`src/hdl/mhts_pkg.sv`:
```
// Package for the music header tag scanner: widths, tag codes, rate sources
// and the tag hit struct. No dependencies.
package mhts_pkg;

	localparam int POS_W     = 12;
	localparam int OFF_W     = 11;
	localparam int ACC_W     = 16;
	localparam int SRC_W     = 3;
	localparam int NUM_LONG  = 5;
	localparam int NUM_SHORT = 5;

	localparam int DEFAULT_SCAN_WINDOW = 1024;

	localparam logic [POS_W-1:0] POS_MAX      = '1;
	localparam logic [ACC_W-1:0] DEFAULT_RATE = 16'd50;
	localparam logic [7:0]       DIGIT_BASE   = 8'h30;

	// long tag indexes: SNDH, then the four metadata tags
	localparam int LT_SNDH = 0;

	localparam logic [31:0] LONG_TAGS [NUM_LONG] = '{
		32'h534E4448, // SNDH
		32'h5449544C, // TITL
		32'h434F4D4D, // COMM
		32'h52495050, // RIPP
		32'h434F4E56  // CONV
	};

	localparam logic [15:0] SHORT_TAGS [NUM_SHORT] = '{
		16'h5443, // TC
		16'h5441, // TA
		16'h5442, // TB
		16'h5444, // TD
		16'h5621  // V!
	};

	localparam logic [SRC_W-1:0] SRC_DEFAULT = 3'd5;

	typedef struct packed {
		logic [NUM_LONG-1:0]  long_hit;
		logic [NUM_SHORT-1:0] short_hit;
	} tag_hit_t;

endpackage

```
`src/hdl/mhts_byte_if.sv`:
```
// Byte request channel for the music header tag scanner.
// Depends on nothing.
interface mhts_byte_if;
	logic       valid;
	logic       ready;
	logic [7:0] file_byte;
	logic       last_byte;

	modport source (output valid, file_byte, last_byte, input ready);
	modport sink   (input valid, file_byte, last_byte, output ready);
endinterface

```
`src/hdl/mhts_result_if.sv`:
```
// Result request channel for the music header tag scanner.
// Depends on nothing.
interface mhts_result_if;
	logic        valid;
	logic        ready;
	logic        header_valid;
	logic        title_found;
	logic [10:0] title_offset;
	logic        composer_found;
	logic [10:0] composer_offset;
	logic        ripper_found;
	logic [10:0] ripper_offset;
	logic        converter_found;
	logic [10:0] converter_offset;
	logic [15:0] replay_rate;
	logic [2:0]  rate_source;

	modport source (output valid, header_valid, title_found, title_offset,
		composer_found, composer_offset, ripper_found, ripper_offset,
		converter_found, converter_offset, replay_rate, rate_source,
		input ready);
	modport sink   (input valid, header_valid, title_found, title_offset,
		composer_found, composer_offset, ripper_found, ripper_offset,
		converter_found, converter_offset, replay_rate, rate_source,
		output ready);
endinterface

```
`src/hdl/mhts_tag_match.sv`:
```
// Parallel tag compare for one byte against the recent-byte window.
// Depends on mhts_pkg.
module mhts_tag_match
	import mhts_pkg::*;
#(
	parameter int SCAN_WINDOW = DEFAULT_SCAN_WINDOW
) (
	input  logic [23:0]          recent,
	input  logic [7:0]           data,
	input  logic [POS_W-1:0]     pos,
	input  logic [NUM_LONG-1:0]  long_seen,
	input  logic [NUM_SHORT-1:0] short_seen,
	output tag_hit_t             hits
);

	// a tag may match while its first byte lies below the window
	localparam logic [POS_W-1:0] LONG_LIM  = POS_W'(SCAN_WINDOW + 3);
	localparam logic [POS_W-1:0] SHORT_LIM = POS_W'(SCAN_WINDOW + 1);

	logic [31:0] w4;
	logic [15:0] w2;
	logic        long_ok;
	logic        short_ok;

	assign w4       = {recent, data};
	assign w2       = {recent[7:0], data};
	assign long_ok  = (pos >= POS_W'(3)) && (pos < LONG_LIM);
	assign short_ok = (pos >= POS_W'(1)) && (pos < SHORT_LIM);

	always_comb begin
		for (int k = 0; k < NUM_LONG; k++) begin
			hits.long_hit[k] = long_ok && !long_seen[k] && (w4 == LONG_TAGS[k]);
		end
		for (int k = 0; k < NUM_SHORT; k++) begin
			hits.short_hit[k] = short_ok && !short_seen[k] && (w2 == SHORT_TAGS[k]);
		end
	end

endmodule

```
`src/hdl/mhts_dec_acc.sv`:
```
// One decimal accumulator: value*10 + byte - '0', stops at a zero byte.
// Depends on mhts_pkg.
module mhts_dec_acc
	import mhts_pkg::*;
(
	input  logic             clk,
	input  logic             arst_n,
	input  logic             step,
	input  logic             clear,
	input  logic [7:0]       data,
	input  logic             start,
	output logic [ACC_W-1:0] acc_nxt
);

	logic [ACC_W-1:0] acc_q;
	logic             running_q;
	logic             running_nxt;
	logic [ACC_W-1:0] acc_x10;

	assign acc_x10 = {acc_q[ACC_W-4:0], 3'b000} + {acc_q[ACC_W-2:0], 1'b0};

	always_comb begin
		acc_nxt     = acc_q;
		running_nxt = running_q;
		if (running_q) begin
			if (data == 8'h00) begin
				running_nxt = 1'b0;
			end else begin
				acc_nxt = acc_x10 + ACC_W'(data) - ACC_W'(DIGIT_BASE);
			end
		end
		// the byte that completes the tag is not fed to its own accumulator
		if (start) begin
			running_nxt = 1'b1;
		end
	end

	always_ff @(posedge clk or negedge arst_n) begin
		if (!arst_n) begin
			acc_q     <= '0;
			running_q <= 1'b0;
		end else if (step) begin
			if (clear) begin
				acc_q     <= '0;
				running_q <= 1'b0;
			end else begin
				acc_q     <= acc_nxt;
				running_q <= running_nxt;
			end
		end
	end

endmodule

```
`src/hdl/music_header_tag_scanner_top.sv`:
```
// Music header tag scanner: input register, scan state, result register.
// Depends on mhts_pkg, mhts_byte_if, mhts_result_if, mhts_tag_match, mhts_dec_acc.
//
// Usage:
//  bytes  : header bytes from offset 0, one request per byte; last_byte marks
//           the final byte of a file.
//  result : one request per file, issued for the byte marked last.
//  Throughput is one byte per cycle while bytes.ready is high. A byte is held
//  in the input register, then updates the scan state; the result register
//  loads as the last byte leaves the input register, so a result passes
//  through the input register and then the result register before it is valid.
//  The tag compares and the five accumulators (shift-add by ten) all work
//  within the one stage between the input register and the scan state.
//  Scan state clears itself when a result is formed, so the next file may
//  follow with no gap. Reset clears the scan state and the valid flags of
//  the input register and the result register.
//  When the receiver stalls, bytes of the next file keep flowing; only a
//  second last byte waiting for a full result register holds bytes.ready low.
module music_header_tag_scanner_top
	import mhts_pkg::*;
#(
	parameter int SCAN_WINDOW = DEFAULT_SCAN_WINDOW
) (
	input  logic          clk,
	input  logic          arst_n,
	mhts_byte_if.sink     bytes,
	mhts_result_if.source result
);

	// input register
	logic       vld_s1;
	logic       last_s1;
	logic [7:0] byte_s1;
	logic       advance;

	// scan state
	logic [23:0]          recent_q;
	logic [POS_W-1:0]     pos_q;
	logic [NUM_LONG-1:0]  long_seen_q;
	logic [OFF_W-1:0]     long_off_q [1:NUM_LONG-1];
	logic [NUM_SHORT-1:0] short_seen_q;

	// result register
	logic             out_vld_q;
	logic             hv_q;
	logic [NUM_LONG-1:1] found_q;
	logic [OFF_W-1:0] off_res_q [1:NUM_LONG-1];
	logic [ACC_W-1:0] rate_q;
	logic [SRC_W-1:0] src_q;

	tag_hit_t             hits;
	logic [ACC_W-1:0]     acc_nxt [NUM_SHORT];
	logic [NUM_LONG-1:0]  long_seen_nxt;
	logic [NUM_SHORT-1:0] short_seen_nxt;
	logic [OFF_W-1:0]     off_nxt [1:NUM_LONG-1];
	logic [OFF_W-1:0]     off_here;
	logic [POS_W-1:0]     pos_nxt;
	logic [ACC_W-1:0]     rate_sel;
	logic [SRC_W-1:0]     src_sel;

	assign advance     = vld_s1 && !(last_s1 && out_vld_q && !result.ready);
	assign bytes.ready = !vld_s1 || advance;

	always_ff @(posedge clk or negedge arst_n) begin
		if (!arst_n) begin
			vld_s1 <= 1'b0;
		end else if (bytes.ready) begin
			vld_s1 <= bytes.valid;
		end
	end

	always_ff @(posedge clk) begin
		if (bytes.ready && bytes.valid) begin
			byte_s1 <= bytes.file_byte;
			last_s1 <= bytes.last_byte;
		end
	end

	mhts_tag_match #(
		.SCAN_WINDOW(SCAN_WINDOW)
	) u_match (
		.recent     (recent_q),
		.data       (byte_s1),
		.pos        (pos_q),
		.long_seen  (long_seen_q),
		.short_seen (short_seen_q),
		.hits       (hits)
	);

	for (genvar k = 0; k < NUM_SHORT; k++) begin : g_acc
		mhts_dec_acc u_acc (
			.clk     (clk),
			.arst_n  (arst_n),
			.step    (advance),
			.clear   (last_s1),
			.data    (byte_s1),
			.start   (hits.short_hit[k]),
			.acc_nxt (acc_nxt[k])
		);
	end

	assign long_seen_nxt  = long_seen_q | hits.long_hit;
	assign short_seen_nxt = short_seen_q | hits.short_hit;
	assign off_here       = OFF_W'(pos_q + POS_W'(1));
	assign pos_nxt        = (pos_q == POS_MAX) ? pos_q : pos_q + POS_W'(1);

	always_comb begin
		for (int k = 1; k < NUM_LONG; k++) begin
			off_nxt[k] = hits.long_hit[k] ? off_here : long_off_q[k];
		end
	end

	// first found short tag in priority order wins
	always_comb begin
		rate_sel = DEFAULT_RATE;
		src_sel  = SRC_DEFAULT;
		for (int k = NUM_SHORT - 1; k >= 0; k--) begin
			if (short_seen_nxt[k]) begin
				rate_sel = acc_nxt[k];
				src_sel  = SRC_W'(k);
			end
		end
	end

	always_ff @(posedge clk or negedge arst_n) begin
		if (!arst_n) begin
			recent_q     <= '0;
			pos_q        <= '0;
			long_seen_q  <= '0;
			short_seen_q <= '0;
			for (int k = 1; k < NUM_LONG; k++) begin
				long_off_q[k] <= '0;
			end
		end else if (advance) begin
			if (last_s1) begin
				recent_q     <= '0;
				pos_q        <= '0;
				long_seen_q  <= '0;
				short_seen_q <= '0;
				for (int k = 1; k < NUM_LONG; k++) begin
					long_off_q[k] <= '0;
				end
			end else begin
				recent_q     <= {recent_q[15:0], byte_s1};
				pos_q        <= pos_nxt;
				long_seen_q  <= long_seen_nxt;
				short_seen_q <= short_seen_nxt;
				for (int k = 1; k < NUM_LONG; k++) begin
					long_off_q[k] <= off_nxt[k];
				end
			end
		end
	end

	always_ff @(posedge clk or negedge arst_n) begin
		if (!arst_n) begin
			out_vld_q <= 1'b0;
		end else if (advance && last_s1) begin
			out_vld_q <= 1'b1;
		end else if (result.ready) begin
			out_vld_q <= 1'b0;
		end
	end

	// no header: every field reads zero
	always_ff @(posedge clk) begin
		if (advance && last_s1) begin
			hv_q <= long_seen_nxt[LT_SNDH];
			for (int k = 1; k < NUM_LONG; k++) begin
				found_q[k]   <= long_seen_nxt[LT_SNDH] && long_seen_nxt[k];
				off_res_q[k] <= (long_seen_nxt[LT_SNDH] && long_seen_nxt[k]) ?
					off_nxt[k] : '0;
			end
			rate_q <= long_seen_nxt[LT_SNDH] ? rate_sel : '0;
			src_q  <= long_seen_nxt[LT_SNDH] ? src_sel : '0;
		end
	end

	assign result.valid            = out_vld_q;
	assign result.header_valid     = hv_q;
	assign result.title_found      = found_q[1];
	assign result.title_offset     = off_res_q[1];
	assign result.composer_found   = found_q[2];
	assign result.composer_offset  = off_res_q[2];
	assign result.ripper_found     = found_q[3];
	assign result.ripper_offset    = off_res_q[3];
	assign result.converter_found  = found_q[4];
	assign result.converter_offset = off_res_q[4];
	assign result.replay_rate      = rate_q;
	assign result.rate_source      = src_q;

`ifndef SYNTHESIS
	a_ready_only_on_result_stall: assert property (@(posedge clk) disable iff (!arst_n)
		!bytes.ready |-> (vld_s1 && last_s1 && out_vld_q && !result.ready))
		else $error("byte channel stalled without a pending result");

	a_last_gives_result: assert property (@(posedge clk) disable iff (!arst_n)
		(advance && last_s1) |=> result.valid)
		else $error("last byte did not load a result");

	a_state_cleared_after_last: assert property (@(posedge clk) disable iff (!arst_n)
		(advance && last_s1) |=> (pos_q == '0 && long_seen_q == '0 && short_seen_q == '0))
		else $error("scan state not cleared after a result");

	a_invalid_is_zero: assert property (@(posedge clk) disable iff (!arst_n)
		(result.valid && !result.header_valid) |->
		(found_q == '0 && rate_q == '0 && src_q == '0))
		else $error("fields not zero on invalid header");
`endif

endmodule

```
`src/flat_wrapper.sv`:
```
// flat-port wrapper written by rule: the top's interface ports become plain ports
module music_header_tag_scanner_top_flat import mhts_pkg::*;
#(
	parameter int SCAN_WINDOW = DEFAULT_SCAN_WINDOW
)
  (clk, arst_n, bytes_valid, bytes_file_byte, bytes_last_byte, bytes_ready, result_valid, result_header_valid, result_title_found, result_title_offset, result_composer_found, result_composer_offset, result_ripper_found, result_ripper_offset, result_converter_found, result_converter_offset, result_replay_rate, result_rate_source, result_ready);
  mhts_byte_if bytes_i ();
  mhts_result_if result_i ();
  input  logic clk;
  input  logic arst_n;
  input wire logic [$bits(bytes_i.valid)-1:0] bytes_valid;
  input wire logic [$bits(bytes_i.file_byte)-1:0] bytes_file_byte;
  input wire logic [$bits(bytes_i.last_byte)-1:0] bytes_last_byte;
  output wire logic [$bits(bytes_i.ready)-1:0] bytes_ready;
  output wire logic [$bits(result_i.valid)-1:0] result_valid;
  output wire logic [$bits(result_i.header_valid)-1:0] result_header_valid;
  output wire logic [$bits(result_i.title_found)-1:0] result_title_found;
  output wire logic [$bits(result_i.title_offset)-1:0] result_title_offset;
  output wire logic [$bits(result_i.composer_found)-1:0] result_composer_found;
  output wire logic [$bits(result_i.composer_offset)-1:0] result_composer_offset;
  output wire logic [$bits(result_i.ripper_found)-1:0] result_ripper_found;
  output wire logic [$bits(result_i.ripper_offset)-1:0] result_ripper_offset;
  output wire logic [$bits(result_i.converter_found)-1:0] result_converter_found;
  output wire logic [$bits(result_i.converter_offset)-1:0] result_converter_offset;
  output wire logic [$bits(result_i.replay_rate)-1:0] result_replay_rate;
  output wire logic [$bits(result_i.rate_source)-1:0] result_rate_source;
  input wire logic [$bits(result_i.ready)-1:0] result_ready;
  assign bytes_i.valid = bytes_valid;
  assign bytes_i.file_byte = bytes_file_byte;
  assign bytes_i.last_byte = bytes_last_byte;
  assign bytes_ready = bytes_i.ready;
  assign result_valid = result_i.valid;
  assign result_header_valid = result_i.header_valid;
  assign result_title_found = result_i.title_found;
  assign result_title_offset = result_i.title_offset;
  assign result_composer_found = result_i.composer_found;
  assign result_composer_offset = result_i.composer_offset;
  assign result_ripper_found = result_i.ripper_found;
  assign result_ripper_offset = result_i.ripper_offset;
  assign result_converter_found = result_i.converter_found;
  assign result_converter_offset = result_i.converter_offset;
  assign result_replay_rate = result_i.replay_rate;
  assign result_rate_source = result_i.rate_source;
  assign result_i.ready = result_ready;
  music_header_tag_scanner_top #(.SCAN_WINDOW(SCAN_WINDOW)) u_core (.clk(clk), .arst_n(arst_n), .bytes(bytes_i), .result(result_i));
endmodule
```
`config.mk`:
```
export PLATFORM = sky130hd
export DESIGN_NAME = music_header_tag_scanner_top_flat
export DESIGN_NICKNAME = d
export VERILOG_FILES = /design/src/hdl/mhts_pkg.sv /design/src/hdl/mhts_byte_if.sv /design/src/hdl/mhts_result_if.sv /design/src/hdl/mhts_tag_match.sv /design/src/hdl/mhts_dec_acc.sv /design/src/hdl/music_header_tag_scanner_top.sv /design/src/flat_wrapper.sv
export SDC_FILE = /design/constraint.sdc
export NUM_CORES = 1
export LEC_CHECK = 0
export ABC_AREA = 1
export BUFFER_PORTS_ARGS = -buffer_cell sky130_fd_sc_hd__buf_2
export CAP_MARGIN = 15
export CORE_ASPECT_RATIO = 0.75
export CORE_MARGIN = 8
export CORE_UTILIZATION = 40
export CTS_BUF_LIST = sky130_fd_sc_hd__clkbuf_4
export DETAILED_ROUTE_END_ITERATION = 8
export HOLD_SLACK_MARGIN = 0.05
export SETUP_SLACK_MARGIN = 0.2
export SLEW_MARGIN = 20
export SYNTH_ARGS = -nofsm -noshare
export SYNTH_HDL_FRONTEND = slang
export SYNTH_SLANG_ARGS = --single-unit
```
`constraint.sdc`:
```
create_clock -name clk -period 6 [get_ports clk]
set_clock_uncertainty 0.05 [all_clocks]
set_input_delay 0.6 -clock clk [delete_from_list [all_inputs] [get_ports clk]]
set_output_delay 0.6 -clock clk [all_outputs]
set_load 0.1 [all_outputs]
```
== Word level (Yosys, flattened, before mapping) ==
Memories as Yosys holds them, arrays and structs flattened.
Index checks and enable logic that the tools add are counted.

* Memory bits (writable): 44
* Bits of input ports: 13
* Bits in registers: 210
* Word-level logic and storage cells: 173
* Memories: 1
* Output and inout port bits: 70

* Multiplexer cells: 58
* Equality and inequality tests: 12
* Order comparisons: 4
* Add/sub/neg operators: 16
* Reductions and logical operators: 51
* Bitwise operators: 3

{| class="wikitable"
|+ Memories
! name !! words !! width !! rd ports !! clocked after memory_dff !! wr ports !! line !! RTL
|-
| u_core.off_res_q || 4 || 11 || 4 || 0 || 4 || music_header_tag_scanner_top.sv:47 || <nowiki>logic [OFF_W-1:0] off_res_q [1:NUM_LONG-1];</nowiki>
|}

{| class="wikitable"
|+ Operator list
! cell !! count
|-
| 16-bit 2-to-1 mux || 20
|-
| 32-bit by 31-bit equality test with 1-bit output, second input constant || 5
|-
| 11-bit 2-to-1 mux || 8
|-
| 16-bit adder || 5
|-
| 16-bit by 8-bit adder with 16-bit output || 5
|-
| 16-bit by 15-bit equality test with 1-bit output, second input constant || 5
|-
| 16-bit by 6-bit subtractor with 16-bit output, second input constant || 5
|-
| 44-bit 2-to-1 mux || 1
|-
| 1-bit logical AND || 31
|-
| 12-bit by 11-bit less-than comparator with 1-bit output, second input constant || 2
|-
| 12-bit 2-to-1 mux || 2
|-
| 24-bit 2-to-1 mux || 1
|-
| 1-bit 2-to-1 mux || 22
|-
| 1-bit zero test || 13
|-
| 12-bit by 1-bit adder with 12-bit output, second input constant || 1
|-
| 12-bit equality test, second input constant || 1
|-
| 12-bit by 1-bit >= comparator with 1-bit output, second input constant || 1
|-
| 12-bit by 2-bit >= comparator with 1-bit output, second input constant || 1
|-
| 5-bit 2-to-1 mux || 2
|-
| 5-bit OR || 2
|-
| 8-bit zero test || 1
|-
| 5-bit OR reduction || 1
|-
| 2-bit 2-to-1 mux || 2
|-
| 3-bit OR reduction || 1
|-
| other kinds (6) || 6
|}

== Longest topological paths before layout ==
Gate-level depths: netlist of the first run.

* Word-level depth: 10
* Gate-level depth with buffers: 21
* Mapped depth without buffers: 21

== Modules after synthesis ==
From an unflattened synthesis of the first run, not the netlist that was laid out.

* Cells, all modules: 2,643
* Area total of the unflattened synthesis: 19,283.5 µm²

{| class="wikitable"
|+ Modules (own cells, without submodules)
! module !! sequential area each (µm²) !! area an instance (µm²) !! cells each !! instances
|-
| music_header_tag_scanner_top || 4,614.4 || 7,582.3 || 809 || 1
|-
| mhts_dec_acc at u_core.g_acc[0].u_acc ... || 425.4 || 2,190.9 || 333 || 3
|-
| mhts_dec_acc at u_core.g_acc[1].u_acc || 425.4 || 2,212.1 || 336 || 1
|-
| mhts_dec_acc at u_core.g_acc[4].u_acc || 425.4 || 2,199.6 || 335 || 1
|-
| mhts_tag_match || 0.0 || 716.9 || 164 || 1
|}

== Least setup slack after synthesis of the first run ==
No wires, ideal clock.

* Path kind: register to register
* Start: reg u_core.out_vld_q (netlist: u_core.result.valid)
* End: reg u_core.found_q[1] in the netlist's numbering, enable pin
* Setup slack: 2.692 ns
* Required time: 5.525 ns
* Arrival time: 2.833 ns
* Stages on the path, launching flop included: 8
* Library setup time: 0.425 ns
* Buffers on the path: 0
* Clock period less this slack: 3.308 ns
* Cell sequence: dfrtp_1 > inv_1 > nor2_1 > nand2_1 > nand2_1 > inv_1 > nand2_1 > inv_1

* Longest elaborated chain between the ends: 5

{| class="wikitable"
|+ Ends and longest elaborated chain
! what !! line !! RTL
|-
| start, declared || music_header_tag_scanner_top.sv:44 || <nowiki>logic out_vld_q;</nowiki>
|-
| start signal, assigned || music_header_tag_scanner_top.sv:157 || <nowiki>out_vld_q <= 1'b0;</nowiki>
|-
| start signal, assigned || music_header_tag_scanner_top.sv:159 || <nowiki>out_vld_q <= 1'b1;</nowiki>
|-
| start signal, assigned || music_header_tag_scanner_top.sv:161 || <nowiki>out_vld_q <= 1'b0;</nowiki>
|-
| 1-bit logical AND (2 in a row) || music_header_tag_scanner_top.sv:61 || <nowiki>assign advance = vld_s1 && !(last_s1 && out_vld_q && !result.ready);</nowiki>
|-
| 1-bit zero test || music_header_tag_scanner_top.sv:61 ||
|-
| 1-bit logical AND || music_header_tag_scanner_top.sv:61 ||
|-
| 1-bit logical AND || music_header_tag_scanner_top.sv:167 || <nowiki>if (advance && last_s1) begin</nowiki>
|-
| end signal, assigned by index || music_header_tag_scanner_top.sv:170 || <nowiki>found_q[k] <= long_seen_nxt[LT_SNDH] && long_seen_nxt[k];</nowiki>
|-
| end, declared || music_header_tag_scanner_top.sv:46 || <nowiki>logic [NUM_LONG-1:1] found_q;</nowiki>
|}

No other way between the ends.
A chain may end at the register's enable or synchronous reset.

== Final worst setup path of the first run ==
* Start: reg u_core.byte_s1[3]
* End: reg u_core.rate_q[9] (netlist: u_core.result.replay_rate[9]), data pin

* Longest elaborated chain between the ends: 9
* Elaborated cells between the ends (all ways): 40
* Classes of those cells: add/sub (10); eq/ne (6); mux (15); bitwise (2); reduce/logical (7)

{| class="wikitable"
|+ Ends and longest elaborated chain
! what !! line !! RTL
|-
| start, declared || music_header_tag_scanner_top.sv:33 || <nowiki>logic [7:0] byte_s1;</nowiki>
|-
| start signal, assigned || music_header_tag_scanner_top.sv:74 || <nowiki>byte_s1 <= bytes.file_byte;</nowiki>
|-
| 16-bit by 8-bit adder with 16-bit output || mhts_dec_acc.sv:29 || <nowiki>acc_nxt = acc_x10 + ACC_W'(data) - ACC_W'(DIGIT_BASE);</nowiki>
|-
| 16-bit by 6-bit subtractor with 16-bit output || mhts_dec_acc.sv:29 ||
|-
| 16-bit 2-to-1 mux || mhts_dec_acc.sv:26 || <nowiki>if (data == 8'h00) begin</nowiki>
|-
| 16-bit 2-to-1 mux || mhts_dec_acc.sv:25 || <nowiki>if (running_q) begin</nowiki>
|-
| 16-bit 2-to-1 mux (5 in a row) || music_header_tag_scanner_top.sv:118 || <nowiki>if (short_seen_nxt[k]) begin</nowiki>
|-
| end signal, assigned || music_header_tag_scanner_top.sv:174 || <nowiki>rate_q <= long_seen_nxt[LT_SNDH] ? rate_sel : '0;</nowiki>
|-
| end, declared || music_header_tag_scanner_top.sv:48 || <nowiki>logic [ACC_W-1:0] rate_q;</nowiki>
|}

Several ways; a longest one is shown, not always the timed one.

==> metrics.log, run 1 <==
INFO  metric largest_net_degree_at_the_start_of_global_routing = 74
INFO  metric grt_antenna_before_repair = 2
INFO  metric ios = 83
INFO  metric report.power.total = 4.19 mW
INFO  metric synth.net_count = 2458
INFO  metric timing.critical_path.cells = inv_1, fa_1, inv_1, ha_1, ha_1, fa_1, nand3_1, nand3_1, a21oi_1, xor2_1, a21oi_1, nand2_1, nand3_1, nand2_1, a21oi_1
INFO  metric ys_seq_area_share = 38.5%
INFO  metric maxSlewViolCount = 0
INFO  metric via_count = 15300
INFO  metric syn_to_final_growth = 11.8%
INFO  metric clock_tree.htree_level_count = 3
INFO  metric remaining_drc_errors = 0
INFO  metric switching_portion_of_total_power = 31.5%
INFO  metric cts_tree = yes
INFO  metric grt_pass1_vias = 14900
INFO  metric syn-cell-area = 17500 um2
INFO  metric final_nets = 2572
INFO  metric routed_wirelength = 51100 um
INFO  metric number_of_synthesized_flops_with_an_enable_pin = 77
INFO  metric power_report.internal_total = 2.87 mW
INFO  metric synthArstFlopShare = 69.7%
INFO  metric cts-hold-fix-buffers = 12
INFO  metric globalRouteOverflowTotal = 0
INFO  metric setup.worst_path.start_class = register
INFO  metric dp_slack = 1.78 ns
INFO  metric tns = 0 ns
INFO  metric mean_instance_size_in_the_synthesized_netlist = 7.80 um2
INFO  metric globalRouteTotalUtil = 20.0%
INFO  metric synth-seq-cells = 254
INFO  metric powerDensity = 214 nW/um2
INFO  metric globalplace.congestion = 0.909
INFO  metric max_clk_rate = 0.232 GHz
INFO  metric wl_met2 = 20900 um
INFO  metric combinationalPowerShare = 14.4%
INFO  metric critical_path_buf_inv_count = 2
INFO  metric clkLatencyLatePin = 0.75 ns
INFO  metric critical_path_class = register to register
INFO  metric die_width = 257 um
INFO  metric max_stage_delay_cell_worst_path = edfxtp_1
INFO  metric max-slew-margin-rel = 32.6%
INFO  metric power.share.sequential = 44.8%
INFO  metric fraction_of_layout_instances_using_a_drive_strength_above_1 = 10.0%
INFO  metric setup_repair_after_global_routing_missed_its_margin = no
INFO  metric grt_pass1_wl = 81300 um
INFO  metric avgViaCountPerCell = 5.12
INFO  metric layout_min_cycle_time = 4.31 ns
INFO  metric critPathRequiredTime = 6.52 ns
INFO  metric numClockSinks = 254
INFO  metric path_clk_slew = 0.06 ns
INFO  metric final.setup.worst_slack = 1.69 ns
INFO  metric most-common-layout-cells = nand2_1 (500), inv_1 (410), dfrtp_1 (177)
INFO  metric p_sw = 1.32 mW
INFO  metric placeableCoreArea = 43300 um2
INFO  metric cts.repair_timing.setup_buffer_count = 0
INFO  metric port_buffers = 82
INFO  metric gate_count_after_technology_mapping = 2242
INFO  metric post-dp-hpwl = 37600 um
INFO  metric top_signal_layer_used = met4
INFO  metric initial_cell_density_of_the_core = 40.4%
INFO  metric avgRoutedWirePerCell = 17.1 um
INFO  metric timing.hold.worst.class = input port to asynchronous set/reset pin
INFO  metric final_antenna_net_count = 0
INFO  metric crit_family = adder cells
INFO  metric crit_fanout = 8
INFO  metric cts.repair.resized = 0
INFO  metric ctsLongestPathBuffers = 3
INFO  metric netlist_cell_types = 39
INFO  metric dominantRegCellSynth = dfrtp_1
INFO  metric setup-violations-final = 0
INFO  metric drt-initial-drc-count = 1406
INFO  metric final_common_cell = nand2_1
INFO  metric cts_inserted_buffers = 74
INFO  metric drt_first_pass_iters = 6
INFO  metric maxCapViolCount = 0
INFO  metric clock-root-buffer = clkbuf_4
INFO  metric hold_viol_final = 0
INFO  metric vdd.ir_drop.worst = 0.000150 V
INFO  metric worst_ep_arrival_time = 4.83 ns
INFO  metric power_leakage = 9.65 nW
INFO  metric rows = 66
INFO  metric cp_slowest_stage_delay = 0.79 ns
INFO  metric critical_path.endpoint_type = register
INFO  metric met1_length = 25300 um
INFO  metric met3_wirelength = 4000 um
INFO  metric power_share_of_the_clock_group = 40.8%
INFO  metric run_status = finished, final reports clean
INFO  metric finalCritPeriodShare = 71.8%
INFO  metric yosysWarnings = 0
INFO  metric die_y = 197 um
INFO  metric fp.dieArea = 50700 um2
INFO  metric worst-slew-pin-transition = 1.00 ns
[power groups by stage]
stage                     clock network (mW)  logic, mW  registers (mW)
after floorplan                            0      0.262            2.07
after global placement                     0      0.594            1.91
after detailed placement                   0      0.598            1.91
after CTS                               1.75      0.605            1.88
after global routing                    1.85      0.655            1.88
final                                   1.71      0.606            1.88
[through the flow]
stage                     instances  hold slack, ns  area (um2)  utilization (%)
after floorplan                2242           0.254       17500                -
after global placement         2846           0.415       18400             42.6
after detailed placement       2846           0.425       18400             42.6
after CTS                      2991           0.339       19500             45.2
after global routing           2993           0.330       19500             45.2
final                          2994           0.356       19500             45.2
[layout make-up]
cell class / count / area (um2)
fill: 4364 / 23700
multi-input combinational: 1500 / 8890
sequential: 254 / 6740
inverter: 421 / 1590
clock buffer: 113 / 848
tap: 578 / 723
timing repair buffer: 105 / 622
clock inverter: 20 / 123
antenna: 3 / 7.51
[layer usage]
metal | global-route usage (%) | vias up
met5 | 0 | -
met1 | 30.0 | 7227
met3 | 5.09 | 68
li1 | - | 7572
met2 | 28.1 | 475
met4 | 5.01 | 0
[cell usage after synthesis, types with 24 or more instances]
| cell | number | area, um2 |
|---|---|---|
| o21ai_1 | 57 | 285 |
| clkbuf_1 | 46 | 173 |
| o21ai_0 | 147 | 736 |
| o22ai_1 | 97 | 607 |
| xnor2_1 | 25 | 219 |
| dfrtp_1 | 177 | 4430 |
| a21oi_1 | 88 | 440 |
| inv_1 | 412 | 1550 |
| nor2_1 | 167 | 627 |
| nand4_1 | 24 | 150 |
| edfxtp_1 | 77 | 2310 |
| nand3_1 | 102 | 510 |
| nand2_1 | 501 | 1880 |
| fa_1 | 30 | 601 |
| ha_1 | 173 | 2160 |
[final timing paths]
check / from / to / slack, ns / depth (start not counted)
min in group clk: u_core.long_off_q[26] / u_core.long_off_q[26] / 0.44 / 2
max in group asynchronous: arst_n / u_core.g_acc[1].u_acc.acc_q[11] / 4.25 / 3
hold / removal: arst_n / u_core.long_off_q[7] / 0.36 / 2
setup reg to reg: u_core.byte_s1[3] / u_core.result.replay_rate[9] / 1.69 / 15
setup / recovery: u_core.byte_s1[3] / u_core.result.replay_rate[9] / 1.69 / 15
hold reg to reg: u_core.long_off_q[26] / u_core.long_off_q[26] / 0.44 / 2
[flip-flops by register name, indices dropped and copies added, names as in the netlist]
name	flops
u_core.off_res_q	44
u_core.short_seen_q	5
u_core.g_acc.u_acc.acc_q	80
u_core.vld_s1	1
u_core.long_off_q	44
u_core.result.replay_rate	16
u_core.g_acc.u_acc.running_q	5
u_core.long_seen_q	5
u_core.last_s1	1
u_core.result.valid	1
u_core.found_q	4
u_core.byte_s1	8
u_core.pos_q	12
u_core.recent_q	24
u_core.result.rate_source	3
u_core.result.header_valid	1
[cell families after synthesis]
family / Yosys count / share of synthesized area (%)
AOI/OAI and AO/OA: 410 / 12.8
xor gates and xnor gates: 47 / 2.35
adders and majority gates: 203 / 15.8
buffers and inverters: 488 / 10.6
DFF: 254 / 38.5
and+or+nand+nor: 840 / 19.8
Note: power is estimated with default switching activity, not from simulation.
==> run 2, diff against run 1 <==
--- a/config.mk
+++ b/config.mk
@@ -5,7 +5,7 @@
 export SDC_FILE = /design/constraint.sdc
 export NUM_CORES = 1
 export LEC_CHECK = 0
-export ABC_AREA = 1
+export ABC_AREA = 0
 export BUFFER_PORTS_ARGS = -buffer_cell sky130_fd_sc_hd__buf_2
 export CAP_MARGIN = 15
 export CORE_ASPECT_RATIO = 0.75
==> constraint.sdc (replaced) <==
create_clock -name clk -period 4.2 [get_ports clk]
set_clock_uncertainty 0.05 [all_clocks]
set_input_delay 0.42 -clock clk [delete_from_list [all_inputs] [get_ports clk]]
set_output_delay 0.42 -clock clk [all_outputs]
set_load 0.1 [all_outputs]
==> run 2 against run 1 <==
Via count shrank 3.6%. Sequential share of layout area shrank 0.31 points. Core utilization grew 1.6 points. Clock power grew 39%. Critical endpoint is now u_core.result.replay_rate[12]. Largest power group is now combinational cells.
==> metrics.log, run 2 <==
INFO  metric run_status = finished, final reports clean
INFO  metric die_width = 255 um
INFO  metric power_leakage = 8.89 nW
INFO  metric synth.top_cell.area_share = 25.8%
INFO  metric synth-seq-cells = 254
INFO  metric dominantRegCellSynth = dfrtp_1
INFO  metric die_y = 195 um
INFO  metric post-place-cells = 2451
INFO  metric synthArstFlopShare = 69.7%
INFO  metric post-dp-hpwl = 38100 um
INFO  metric fraction_of_layout_instances_using_a_drive_strength_above_1 = 16.4%
INFO  metric synth_top_area_cell = dfrtp_1
INFO  metric mean_instance_size_in_the_synthesized_netlist = 9.37 um2
INFO  metric critPathRequiredTime = 4.71 ns
INFO  metric netlist_cell_types = 81
INFO  metric via_count = 14800
INFO  metric groute.layer.met2.usage = 29.7%
INFO  metric crit_fanout = 4
INFO  metric synthTopCellsByCount = inv_1 (196), nand2_1 (183), dfrtp_1 (177)
INFO  metric global_route.usage.met1 = 31.6%
INFO  metric vdd.ir_drop.worst = 0.000566 V
INFO  metric dp_slack = -0.00596 ns
INFO  metric report.power.total = 14.2 mW
INFO  metric yosysWarnings = 0
INFO  metric drt_first_pass_iters = 5
INFO  metric hold_viol_final = 0
INFO  metric numClockSinks = 254
INFO  metric final_common_cell = inv_1
INFO  metric clkLatencyLatePin = 0.75 ns
INFO  metric max_clk_rate = 0.253 GHz
INFO  metric port_buffers = 82
INFO  metric avgViaCountPerCell = 5.70
INFO  metric yosysMostFrequentCell = inv_1
INFO  metric setup-violations-final = 0
INFO  metric finalCritPeriodShare = 94.3%
INFO  metric worst_ep_arrival_time = 4.47 ns
INFO  metric most-common-layout-cells = inv_1 (195), nand2_1 (182), dfrtp_1 (176)
INFO  metric routed_wirelength = 53100 um
INFO  metric critical_path.endpoint_type = register
INFO  metric regMostFlops = u_core.g_acc.u_acc.acc_q
INFO  metric setup.worst_path.start_class = register
INFO  metric maxCapViolCount = 0
INFO  metric final_cell_count_without_fillers = 2595
INFO  metric clock-root-buffer = clkbuf_4
INFO  metric cts_tree = yes
INFO  metric powerDensity = 720 nW/um2
INFO  metric fp.dieArea = 49800 um2
INFO  metric globalRoute.busiestLayer = met1
INFO  metric ctsLongestPathBuffers = 3
INFO  metric gate_count_after_technology_mapping = 1831
INFO  metric layout_min_cycle_time = 3.96 ns
INFO  metric most_area_consuming_cells_after_synthesis = dfrtp_1 (26%), edfxtp_1 (13%), ha_1 (13%)
INFO  metric final_antenna_net_count = 0
INFO  metric placeableCoreArea = 42200 um2
INFO  metric ys_seq_area_share = 39.3%
INFO  metric globalRouteTotalUtil = 21.3%
INFO  metric ios = 83
INFO  metric cts_inserted_buffers = 71
INFO  metric critical_path_class = register to register
INFO  metric dpl-instance-area = 18400 um2
INFO  metric largest_net_degree_at_the_start_of_global_routing = 101
INFO  metric maxSlewViolCount = 0
INFO  metric layout.filler_cells = 4008
INFO  metric globalplace.congestion = 0.891
INFO  metric largest_reg_flops = 80
INFO  metric grt_antenna_before_repair = 1
INFO  metric path_clk_slew = 0.08 ns
INFO  metric drt-initial-drc-count = 1301
INFO  metric grt_pass1_wl = 83600 um
INFO  metric synth.net_count = 2047
INFO  metric initial_cell_density_of_the_core = 40.6%
INFO  metric grt_pass1_vias = 14500
INFO  metric max-slew-margin-rel = 25.0%
INFO  metric clock_tree.htree_level_count = 3
INFO  metric globalRouteOverflowTotal = 0
INFO  metric setup_repair_after_global_routing_missed_its_margin = yes
INFO  metric syn_to_final_growth = 15.0%
INFO  metric remaining_drc_errors = 0
INFO  metric final_nets = 2187
INFO  metric timing.hold.worst.class = input port to asynchronous set/reset pin
INFO  metric worst-slew-pin-transition = 1.12 ns
INFO  metric largestRegisters = u_core.g_acc.u_acc.acc_q x80, u_core.long_off_q x44, u_core.off_res_q x44
INFO  metric finish.instance_area = 19700 um2
INFO  metric rows = 65
INFO  metric final.setup.worst_slack = 0.240 ns
INFO  metric avgRoutedWirePerCell = 20.5 um
INFO  metric number_of_synthesized_flops_with_an_enable_pin = 77
INFO  metric syn-cell-area = 17200 um2
INFO  metric global_route_met3_usage = 6.05%
run 2: path summary, 6_finish.rpt:
path | startpoint | end | slack, ns | cells after the start
min in group clk | bytes_file_byte[1] | u_core.byte_s1[1] | 0.34 | 2
setup reg to reg | u_core.byte_s1[3] | u_core.result.replay_rate[12] | 0.24 | 13
hold reg to reg | u_core.recent_q[21] | u_core.recent_q[21] | 0.42 | 2
hold / removal | arst_n | u_core.g_acc[3].u_acc.acc_q[11] | 0.23 | 2
max in group asynchronous | arst_n | u_core.recent_q[4] | 2.92 | 3
setup / recovery | u_core.byte_s1[3] | u_core.result.replay_rate[12] | 0.24 | 13
run 2: stage by stage:
step | TNS, ns | hold slack [ns] | util, %
floorplan | 0 | 0.0744 | -
global placement | -0.000631 | 0.398 | 43.7
detailed placement | -0.0101 | 0.408 | 43.7
CTS | 0 | 0.226 | 46.3
global route | 0 | 0.303 | 46.7
finish | 0 | 0.228 | 46.7
run 2: metal layers:
| metal | vias to the layer above | wire length, um |
|---|---|---|
| met2 | 587 | 22100 |
| met5 | - | 0 |
| met4 | 0 | 1040 |
| met1 | 7225 | 25000 |
| met3 | 81 | 5030 |
| li1 | 6893 | - |
run 2: final cells by class:
type / count / area, um2 / share of cell area [%]
clock buffer: 108 / 811 / 4.11
sequential: 254 / 6740 / 34.2
tap: 569 / 712 / 3.61
multi-input combinational: 1285 / 9510 / 48.2
timing repair buffer: 163 / 1100 / 5.58
antenna: 1 / 2.50 / 0.0127
inverter: 196 / 736 / 3.73
clock inverter: 19 / 109 / 0.552
run 2: logic make-up after synthesis:
group / count (synthesis) / share of synthesized area (%)
and+or+nand+nor: 496 / 13.6
AOI/OAI and AO/OA: 514 / 20.7
DFF: 254 / 39.3
buffers and inverters: 292 / 6.57
adders and majority gates: 203 / 16.1
xor gates and xnor gates: 65 / 3.32
muxes: 7 / 0.430
run 2: what timing repair did:
item                                    CTS  global route
hold endpoints to repair                109             0
buffers inserted                          0             3
hold buffers                             13             0
endpoints found under the setup margin    7             7
pin swaps                                 2            18
resized for setup                        12            45
run 2: power breakdown:
part | internal, mW | total, mW | switching, mW
combinational | 3.65 | 8.87 | 5.21
sequential | 2.79 | 2.96 | 0.177
clock | 1.24 | 2.38 | 1.15
run 2: worst max-delay path, cell delays in order, from the launching register on:
cell and delay, ns:
edfxtp_1 0.39, buf_6 0.16, inv_1 0.08, fa_1 0.37, inv_1 0.08, fa_1 0.46
ha_1 0.32, a211oi_2 0.24, o21ai_2 0.11, a211oi_2 0.36, o31ai_1 0.17, o41ai_2 0.37
o21ai_1 0.22, a2111oi_4 0.39
==> run 3, diff against run 2 <==
--- a/config.mk
+++ b/config.mk
@@ -8,12 +8,15 @@
 export ABC_AREA = 0
 export BUFFER_PORTS_ARGS = -buffer_cell sky130_fd_sc_hd__buf_2
 export CAP_MARGIN = 15
+export CELL_PAD_IN_SITES_DETAIL_PLACEMENT = 1
+export CELL_PAD_IN_SITES_GLOBAL_PLACEMENT = 1
 export CORE_ASPECT_RATIO = 0.75
 export CORE_MARGIN = 8
 export CORE_UTILIZATION = 40
 export CTS_BUF_LIST = sky130_fd_sc_hd__clkbuf_4
 export DETAILED_ROUTE_END_ITERATION = 8
 export HOLD_SLACK_MARGIN = 0.05
+export PLACE_DENSITY_LB_ADDON = 0.1
 export SETUP_SLACK_MARGIN = 0.2
 export SLEW_MARGIN = 20
 export SYNTH_ARGS = -nofsm -noshare
==> run 3 against run 2 <==
Routed wire length up 17%. Sequential power about the same. Clock power up 2%. Register-to-register slack better by 0.04 ns. Flip-flop and latch count is the same. Setup slack better by 0.039 ns. Core utilization increased by 0.82 points. Via count is 2.8% higher. Largest cell class unchanged.
==> metrics.log, run 3 (synthesis gave the netlist of run 2 again) <==
INFO  metric critical_path.endpoint_type = register
INFO  metric path_clk_slew = 0.07 ns
INFO  metric maxSlewViolCount = 0
INFO  metric max_clk_rate = 0.255 GHz
INFO  metric largestRegisters = u_core.g_acc.u_acc.acc_q x80, u_core.long_off_q x44, u_core.off_res_q x44
INFO  metric powerDensity = 760 nW/um2
INFO  metric avgViaCountPerCell = 5.81
INFO  metric initial_cell_density_of_the_core = 40.6%
INFO  metric globalRouteOverflowTotal = 0
INFO  metric largest_reg_flops = 80
INFO  metric final_nets = 2208
INFO  metric vdd.ir_drop.worst = 0.000726 V
INFO  metric most-common-layout-cells = inv_1 (194), nand2_1 (182), dfrtp_1 (176)
INFO  metric run_status = finished, final reports clean
INFO  metric setup.worst_path.start_class = register
INFO  metric grt_pass1_wl = 95300 um
INFO  metric post-place-cells = 2469
INFO  metric timing.hold.worst.class = input port to asynchronous set/reset pin
INFO  metric fp.dieArea = 49800 um2
INFO  metric finalCritPeriodShare = 93.3%
INFO  metric grt_pass1_vias = 15600
INFO  metric drt_first_pass_iters = 5
INFO  metric hold_viol_final = 0
INFO  metric routed_wirelength = 62100 um
INFO  metric critical_path_class = register to register
INFO  metric report.power.total = 15.3 mW
INFO  metric power_leakage = 9.01 nW
INFO  metric die_y = 195 um
INFO  metric maxCapViolCount = 0
INFO  metric cts_tree = yes
INFO  metric final_common_cell = inv_1
INFO  metric layout.filler_cells = 4803
INFO  metric regMostFlops = u_core.g_acc.u_acc.acc_q
INFO  metric final_antenna_net_count = 0
INFO  metric ctsLongestPathBuffers = 3
INFO  metric largest_net_degree_at_the_start_of_global_routing = 98
INFO  metric layout_min_cycle_time = 3.92 ns
INFO  metric final_cell_count_without_fillers = 2617
INFO  metric numClockSinks = 254
INFO  metric avgRoutedWirePerCell = 23.7 um
INFO  metric placeableCoreArea = 42200 um2
INFO  metric finish.instance_area = 20100 um2
INFO  metric max-slew-margin-rel = 16.7%
INFO  metric grt_antenna_before_repair = 2
INFO  metric tns = 0 ns
INFO  metric cts_inserted_buffers = 73
INFO  metric fraction_of_layout_instances_using_a_drive_strength_above_1 = 18.0%
INFO  metric clkLatencyLatePin = 0.78 ns
INFO  metric ios = 83
INFO  metric worst-slew-pin-transition = 1.25 ns
INFO  metric post-dp-hpwl = 45700 um
INFO  metric clock-root-buffer = clkbuf_4
INFO  metric globalRouteTotalUtil = 24.8%
INFO  metric rows = 65
INFO  metric setup_repair_after_global_routing_missed_its_margin = yes
INFO  metric clock_tree.htree_level_count = 3
INFO  metric remaining_drc_errors = 0
INFO  metric drt-initial-drc-count = 1162
INFO  metric crit_fanout = 3
INFO  metric port_buffers = 82
INFO  metric worst_ep_arrival_time = 4.35 ns
INFO  metric globalplace.congestion = 0.884
INFO  metric setup-violations-final = 0
INFO  metric dpl-instance-area = 18600 um2
INFO  metric die_width = 255 um
INFO  metric via_count = 15200
INFO  metric syn_to_final_growth = 17.0%
INFO  metric critPathRequiredTime = 4.63 ns
-- run 3: power breakdown --
group | internal, mW | leakage (nW) | total, mW | switching, mW
sequential | 2.79 | 3.22 | 2.97 | 0.183
clock | 1.26 | 0.553 | 2.42 | 1.17
combinational | 3.93 | 5.23 | 9.86 | 5.93
total | 7.98 | 9.01 | 15.3 | 7.28
-- run 3: worst paths after layout --
check	endpoint	cells past startpoint	slack, ns	start
setup / recovery	u_core.result.replay_rate[11]	13	0.28	u_core.byte_s1[3]
hold / removal	u_core.g_acc[0].u_acc.acc_q[12]	2	0.22	arst_n
setup reg to reg	u_core.result.replay_rate[11]	13	0.28	u_core.byte_s1[3]
hold reg to reg	u_core.recent_q[21]	2	0.43	u_core.recent_q[21]
max in group asynchronous	u_core.g_acc[2].u_acc.acc_q[13]	3	2.66	arst_n
min in group clk	u_core.byte_s1[1]	2	0.32	bytes_file_byte[1]
-- run 3: layer usage --
layer / vias up / global-route usage [%] / routed length [um]
met5: - / 0 / 13
met4: 2 / 6.75 / 1380
met3: 111 / 6.36 / 4510
met2: 475 / 35.0 / 25800
met1: 7671 / 37.0 / 30500
li1: 6946 / - / -
-- run 3: cell type report --
class                           count  area, um2  share of cell area, %
Clock buffer                      110        826                   4.11
Sequential cell                   254       6740                   33.6
Antenna cell                        1       2.50                 0.0125
Inverter                          196        736                   3.66
Timing Repair Buffer              182       1280                   6.38
Multi-Input combinational cell   1285       9670                   48.2
Tap cell                          569        712                   3.55
Clock inverter                     20        109                  0.542
-- run 3: stage by stage --
| step | util, % | setup slack (ns) | hold WS (ns) |
|---|---|---|---|
| global placement | 44.1 | 0.126 | 0.393 |
| CTS | 46.8 | 0.168 | 0.245 |
| floorplan | - | 0.236 | 0.0744 |
| detailed placement | 44.1 | -0.0447 | 0.416 |
| global route | 47.6 | 0.147 | 0.273 |
| finish | 47.6 | 0.280 | 0.216 |
-- run 3: worst max-delay path: stages (launching register included) --
cell and delay, ns:
edfxtp_1 0.47, fa_1 0.48, ha_1 0.32, ha_2 0.22
fa_2 0.37, a211oi_4 0.28, o21ai_2 0.12, a2111oi_4 0.35
buf_4 0.16, nor2_1 0.04, xor2_1 0.17, mux2_4 0.30
a211oi_2 0.23, nor3_1 0.07
-- run 3: what timing repair did --
action,4_1_cts,5_1_grt
hold endpoints to repair,106,0
gates cloned,0,1
pin swaps,8,19
setup buffers,2,2
setup endpoints to repair,8,9
hold buffers,12,0
resized for setup,24,61
